## src/design/vertex_weld_normal_accumulator_core_assert.svh

```systemverilog
// ---------------------------------------------------------------------------
// Vertex weld accumulator assertion macros
// Clocked property wrappers used by the accumulator core.
// ---------------------------------------------------------------------------
`ifndef VERTEX_WELD_NORMAL_ACCUMULATOR_CORE_ASSERT_SVH
`define VERTEX_WELD_NORMAL_ACCUMULATOR_CORE_ASSERT_SVH

// check outside reset
`define VWNA_ASSERT(lbl, prop, msg) \
  lbl: assert property (@(posedge clk) disable iff (rst) (prop)) else $error(msg);

// check at every edge, reset included
`define VWNA_ASSERT_RST(lbl, prop, msg) \
  lbl: assert property (@(posedge clk) (prop)) else $error(msg);

`endif

```

## src/design/vwna_pkg.sv

```systemverilog
// ---------------------------------------------------------------------------
// Vertex weld accumulator package
// Table size, field widths, mode codes and transaction types.
// ---------------------------------------------------------------------------
package vwna_pkg;

  localparam int MAX_VERTICES = 256;
  localparam int IDX_W        = $clog2(MAX_VERTICES);
  localparam int CNT_W        = $clog2(MAX_VERTICES + 1);
  localparam int TOL_W        = 17;

  typedef enum logic [1:0] {
    MODE_CLEAR = 2'd0,
    MODE_ADD   = 2'd1,
    MODE_READ  = 2'd2
  } vwna_mode_t;

  typedef struct packed {
    logic [1:0]         mode;
    logic signed [31:0] pos_x;
    logic signed [31:0] pos_y;
    logic signed [31:0] pos_z;
    logic signed [15:0] norm_x;
    logic signed [15:0] norm_y;
    logic signed [15:0] norm_z;
    logic [7:0]         read_index;
  } vwna_in_t;

  typedef struct packed {
    logic [7:0]         vertex_index;
    logic               is_new;
    logic               table_full;
    logic signed [31:0] entry_x;
    logic signed [31:0] entry_y;
    logic signed [31:0] entry_z;
    logic signed [23:0] sum_x;
    logic signed [23:0] sum_y;
    logic signed [23:0] sum_z;
  } vwna_out_t;

  typedef struct packed {
    logic               valid;
    logic [1:0]         mode;
    logic signed [31:0] pos_x;
    logic signed [31:0] pos_y;
    logic signed [31:0] pos_z;
    logic signed [15:0] norm_x;
    logic signed [15:0] norm_y;
    logic signed [15:0] norm_z;
    logic [7:0]         read_index;
    logic               hit;
    logic               is_new;
    logic [IDX_W-1:0]   index;
    logic signed [23:0] sum_x;
    logic signed [23:0] sum_y;
    logic signed [23:0] sum_z;
  } vwna_tok_t;

endpackage

```

## src/design/vwna_cell.sv

```systemverilog
// ---------------------------------------------------------------------------
// Vertex weld table cell
// Holds one table entry; compares, merges, appends or reads for the
// transaction passing through, then hands it to the next cell.
// ---------------------------------------------------------------------------
module vwna_cell (
  input  logic                        clk,
  input  logic                        rst,
  input  logic                        advance,
  input  logic [vwna_pkg::IDX_W-1:0]  cell_index,
  input  logic [vwna_pkg::CNT_W-1:0]  count,
  input  logic [vwna_pkg::TOL_W-1:0]  tolerance,
  input  vwna_pkg::vwna_tok_t         tok_in,
  output vwna_pkg::vwna_tok_t         tok_out
);

  function automatic logic axis_close(logic [31:0] a, logic [31:0] b,
                                      logic [vwna_pkg::TOL_W-1:0] tol);
    logic [32:0] d;
    logic [32:0] mag;
    d   = {a[31], a} - {b[31], b};
    mag = d[32] ? (~d + 33'd1) : d;
    return mag < 33'(tol);
  endfunction

  function automatic logic [23:0] sat_add(logic [23:0] s, logic [15:0] n);
    logic [24:0] t;
    t = {s[23], s} + {{9{n[15]}}, n};
    if (t[24] != t[23]) begin
      return t[24] ? 24'h800000 : 24'h7fffff;
    end
    return t[23:0];
  endfunction

  logic signed [31:0] ent_x, ent_y, ent_z;
  logic signed [23:0] ent_sx, ent_sy, ent_sz;

  vwna_pkg::vwna_tok_t tok_next;
  logic               live;
  logic               close;
  logic               merge;
  logic               append;
  logic               read_hit;
  logic [23:0]        new_sx, new_sy, new_sz;

  assign live   = vwna_pkg::CNT_W'(cell_index) < count;
  assign close  = axis_close(ent_x, tok_in.pos_x, tolerance) &&
                  axis_close(ent_y, tok_in.pos_y, tolerance) &&
                  axis_close(ent_z, tok_in.pos_z, tolerance);
  assign merge  = tok_in.valid && (tok_in.mode == vwna_pkg::MODE_ADD) && !tok_in.hit &&
                  live && close;
  assign append = tok_in.valid && (tok_in.mode == vwna_pkg::MODE_ADD) && !tok_in.hit &&
                  (vwna_pkg::CNT_W'(cell_index) == count);
  assign read_hit = tok_in.valid && (tok_in.mode == vwna_pkg::MODE_READ) && live &&
                    (32'(cell_index) == 32'(tok_in.read_index));

  assign new_sx = sat_add(ent_sx, tok_in.norm_x);
  assign new_sy = sat_add(ent_sy, tok_in.norm_y);
  assign new_sz = sat_add(ent_sz, tok_in.norm_z);

  always_comb begin
    tok_next = tok_in;
    priority if (merge) begin
      tok_next.hit   = 1'b1;
      tok_next.index = cell_index;
      tok_next.pos_x = ent_x;
      tok_next.pos_y = ent_y;
      tok_next.pos_z = ent_z;
      tok_next.sum_x = new_sx;
      tok_next.sum_y = new_sy;
      tok_next.sum_z = new_sz;
    end else if (append) begin
      tok_next.hit    = 1'b1;
      tok_next.is_new = 1'b1;
      tok_next.index  = cell_index;
      tok_next.sum_x  = 24'(tok_in.norm_x);
      tok_next.sum_y  = 24'(tok_in.norm_y);
      tok_next.sum_z  = 24'(tok_in.norm_z);
    end else if (read_hit) begin
      tok_next.hit   = 1'b1;
      tok_next.pos_x = ent_x;
      tok_next.pos_y = ent_y;
      tok_next.pos_z = ent_z;
      tok_next.sum_x = ent_sx;
      tok_next.sum_y = ent_sy;
      tok_next.sum_z = ent_sz;
    end else begin
      tok_next = tok_in;
    end
  end

  always_ff @(posedge clk) begin
    if (rst) begin
      tok_out.valid <= 1'b0;
    end else if (advance) begin
      tok_out <= tok_next;
      if (merge) begin
        ent_sx <= new_sx;
        ent_sy <= new_sy;
        ent_sz <= new_sz;
      end else if (append) begin
        ent_x  <= tok_in.pos_x;
        ent_y  <= tok_in.pos_y;
        ent_z  <= tok_in.pos_z;
        ent_sx <= 24'(tok_in.norm_x);
        ent_sy <= 24'(tok_in.norm_y);
        ent_sz <= 24'(tok_in.norm_z);
      end
    end
  end

endmodule

```

## config.mk

```make
export PLATFORM = sky130hd
export DESIGN_NAME = vwna_cell
export DESIGN_NICKNAME = d
export VERILOG_FILES = /design/src/design/vertex_weld_normal_accumulator_core_assert.svh /design/src/design/vwna_pkg.sv /design/src/design/vwna_cell.sv
export SDC_FILE = /design/constraint.sdc
export NUM_CORES = 1
export LEC_CHECK = 0
export ABC_AREA = 1
export BUFFER_PORTS_ARGS = -buffer_cell sky130_fd_sc_hd__buf_2
export CORE_ASPECT_RATIO = 0.8
export CORE_MARGIN = 2
export CORE_UTILIZATION = 32
export CTS_CLUSTER_SIZE = 40
export DETAILED_ROUTE_END_ITERATION = 10
export PLACE_DENSITY = 0.47
export SKIP_LAST_GASP = 1
export SLEW_MARGIN = 20
export SYNTH_ARGS = -nofsm -noshare
export SYNTH_HDL_FRONTEND = slang
export SYNTH_SLANG_ARGS = --single-unit
export TNS_END_PERCENT = 50
```

## constraint.sdc

```tcl
create_clock -name clk -period 19.45 [get_ports clk]
set_input_delay 0 -clock clk [delete_from_list [all_inputs] [get_ports clk]]
set_output_delay 0 -clock clk [all_outputs]
set_load 0.01 [all_outputs]
```

==> impl_metrics.toml <==
[yosys]
ys_top_cells_by_area = "edfxtp_1 (37%), nand2_1 (18%), ha_1 (8.6%)"
synth.avg_cell_area_um2 = 7.15
ys_seq_elements = 405
syn_area_um2 = 33200
yosysTopAreaCell = "edfxtp_1"
synth_nets = 5149
syn-instance-count = 4642
ys_warn_count = 0
post_synth_num_cell_types = 54
yosysTopAreaCellShare = 0.365
ys_seq_area_frac = 0.366
synth_commonest_cells = "nand2_1 (1,562), inv_1 (632), edfxtp_1 (404), nor2_1 (375), nand3_1 (363)"
synthFlopType = "edfxtp_1"
synth.most_common_cell = "nand2_1"
synth-edff-count = 404
synth_async_sr_flop_share = 0

[layout]
syn2layout_area_growth_pct = 24.0
seq_area_um2 = 12200
nFillCells = 10900
layout.nets = 5866
multi_input_area_um2 = 18000
drive_above_1_share = 0.126

[hold_path]
hold_depth = 6
min_path_type = "primary input to flip-flop"

[detailed_routing]
remaining_drc_errors = 0
drtIter0Drc = 2222
routed_via_density = 4.74
vias = 32200
drt-wirelength-per-cell_um = 17.4
firstDrtPassIters = 5
drt-total-wl_um = 118000
ant_nets = 0

[cts]
cts_tree = "done"
cts_post_setup_buffers_inserted = 0
cts_resized = 0
postCtsHoldBufs = 244
cts-buffers-inserted = 49
cts.clk_slew.worst_paths_ns = 0.06
insertion_delay_ns = 0.63
cts-htree-levels = 2
clock-sinks = 405
root_buffer = "clkbuf_16"
clock_path_buffers = 3

[job]
maxCapViolCount = 0

[place]
hpwl_um = 91900
place.gp.congestion = 0.917
io_buffers = 510

[sta]
tightest_slew_ns = 1.01
slew_violations = 0
final.setup.tns_ns = 0
max_freq_mhz = 133
hold_slack_ns = 0.0683
setup_viol = 0
fin_crit_ns = 7.51
maxSlewHeadroom = 0.328
period_share = 0.386
fin_skew_ns = 0.0288
hold_violations = 0
rsz0062_at_grt = "false"

[critical_path]
reg2regPathDepth = 36
crit_slowest_cell = "buf_4"
critPathRequiredTime_ns = 19.69
slowest_delay_ns = 0.62
criticalPathCategory = "flip-flop to flip-flop"
path_max_fanout = 147
path_common_cell = "nand3_1"
startpoint_type = "flip-flop"
worstSetupEndpointType = "flip-flop"
arrival_ns = 7.75
reg2reg_slack_ns = 11.94

[global_route]
antenna_found_initial = 13
grt_pass1_wl_um = 180000
grt_pass1_vias = 30400
met1_usage = 0.330
gr-usage-all-layers = 0.216
grt.overflow.total = 0
top_usage_layer = "met1"
gr-usage-met3 = 0.0333
grt_max_degree = 148
grtUsageMet2 = 0.317

[pwr]
power_density_nw_per_um2 = 62.7
p_leak_nw = 20.1
ir_drop_v = 0.0000737

[floorplanning]
core_um2 = 103000
die_h_um = 292
die_x_um = 364
rows = 105
io-pin-count = 511
dieArea_um2 = 106000
initial_core_util = 0.323

[status]
status = "completed"
-- stage by stage --
stage	power, mW	instances	instance area (µm²)	setup WS, ns	utilization
2_1_floorplan	1.39	4642	33200	3.90	-
5_1_grt	2.72	6794	41200	11.41	0.401
3_3_place_gp	1.58	6455	37100	12.01	0.361
6_report	2.58	6795	41200	11.94	0.401
4_1_cts	2.62	6789	41200	11.97	0.401
3_5_place_dp	1.58	6455	37100	11.99	0.361
-- routing by layer --
layer,up-vias,share of wire
met5,-,0.00031
met1,14700,0.51
li1,16700,-
met4,6,0.020
met2,775,0.41
met3,119,0.057
-- worst max-delay path: cells and delay by family (launching register included) --
family	cells	cell delay, ns
buffers and inverters	6	2.02
adders and majority gates	3	0.88
xor gates and xnor gates	2	0.43
AOI/OAI and AO/OA	3	0.59
and+or+nand+nor	22	2.53
DFF	1	0.40
-- cells in the final DEF, fill, tap and decap left out, types with 50 or more instances in the layout --
cell type and count:
buf_2 510, o21ai_0 130, xor2_1 108, ha_1 227
dlygate4sd3_1 244, inv_1 631, nor3_1 54, nor2_1 373
a21oi_1 221, nand3_1 363, clkbuf_16 50, nand2_1 1560
o21ai_1 117, nand4_1 56, edfxtp_1 404
-- kinds of logic (layout without fill, tap and decap cells) --
family	Yosys count	in the layout	synth area share
adders and majority gates	233	233	0.0891
and+or+nand+nor	2505	2505	0.313
AOI/OAI and AO/OA	592	592	0.0986
other	0	6	0
xor gates and xnor gates	148	148	0.0393
buffers and inverters	759	1515	0.0942
DFF	405	405	0.366
-- power by group --
group	total, mW	internal (mW)	leakage, nW	switching (mW)
Sequential	1.01	0.999	3.73	0.00858
Clock	0.977	0.576	0.802	0.400
Combinational	0.599	0.223	15.6	0.375
Total	2.58	1.80	20.1	0.784
-- flip-flops by register name (all words and copies together) (netlist names) --
signal / count
tok_out: 237
ent_x: 32
ent_y: 32
ent_z: 32
ent_sx: 24
ent_sy: 24
ent_sz: 24
-- final timing paths --
| path | startpoint | to |
|---|---|---|
| worst max-delay path | ent_z[0] | ent_sz[7] |
| worst min-delay path | tok_in[8] | tok_out[8] |
| worst max register to register | ent_z[0] | ent_sz[7] |
| worst min register to register | ent_y[4] | tok_out[174] |
-- cell type report --
type,count,share of cell area
well taps,1391,0.0423
clock inverters,27,0.00826
clock buffers,63,0.0323
inverters,649,0.0592
diodes,6,0.000365
repair buffers,776,0.126
flip-flops and latches,405,0.295
multi-input cells,3478,0.437
(Power assumes the default switching activity.)
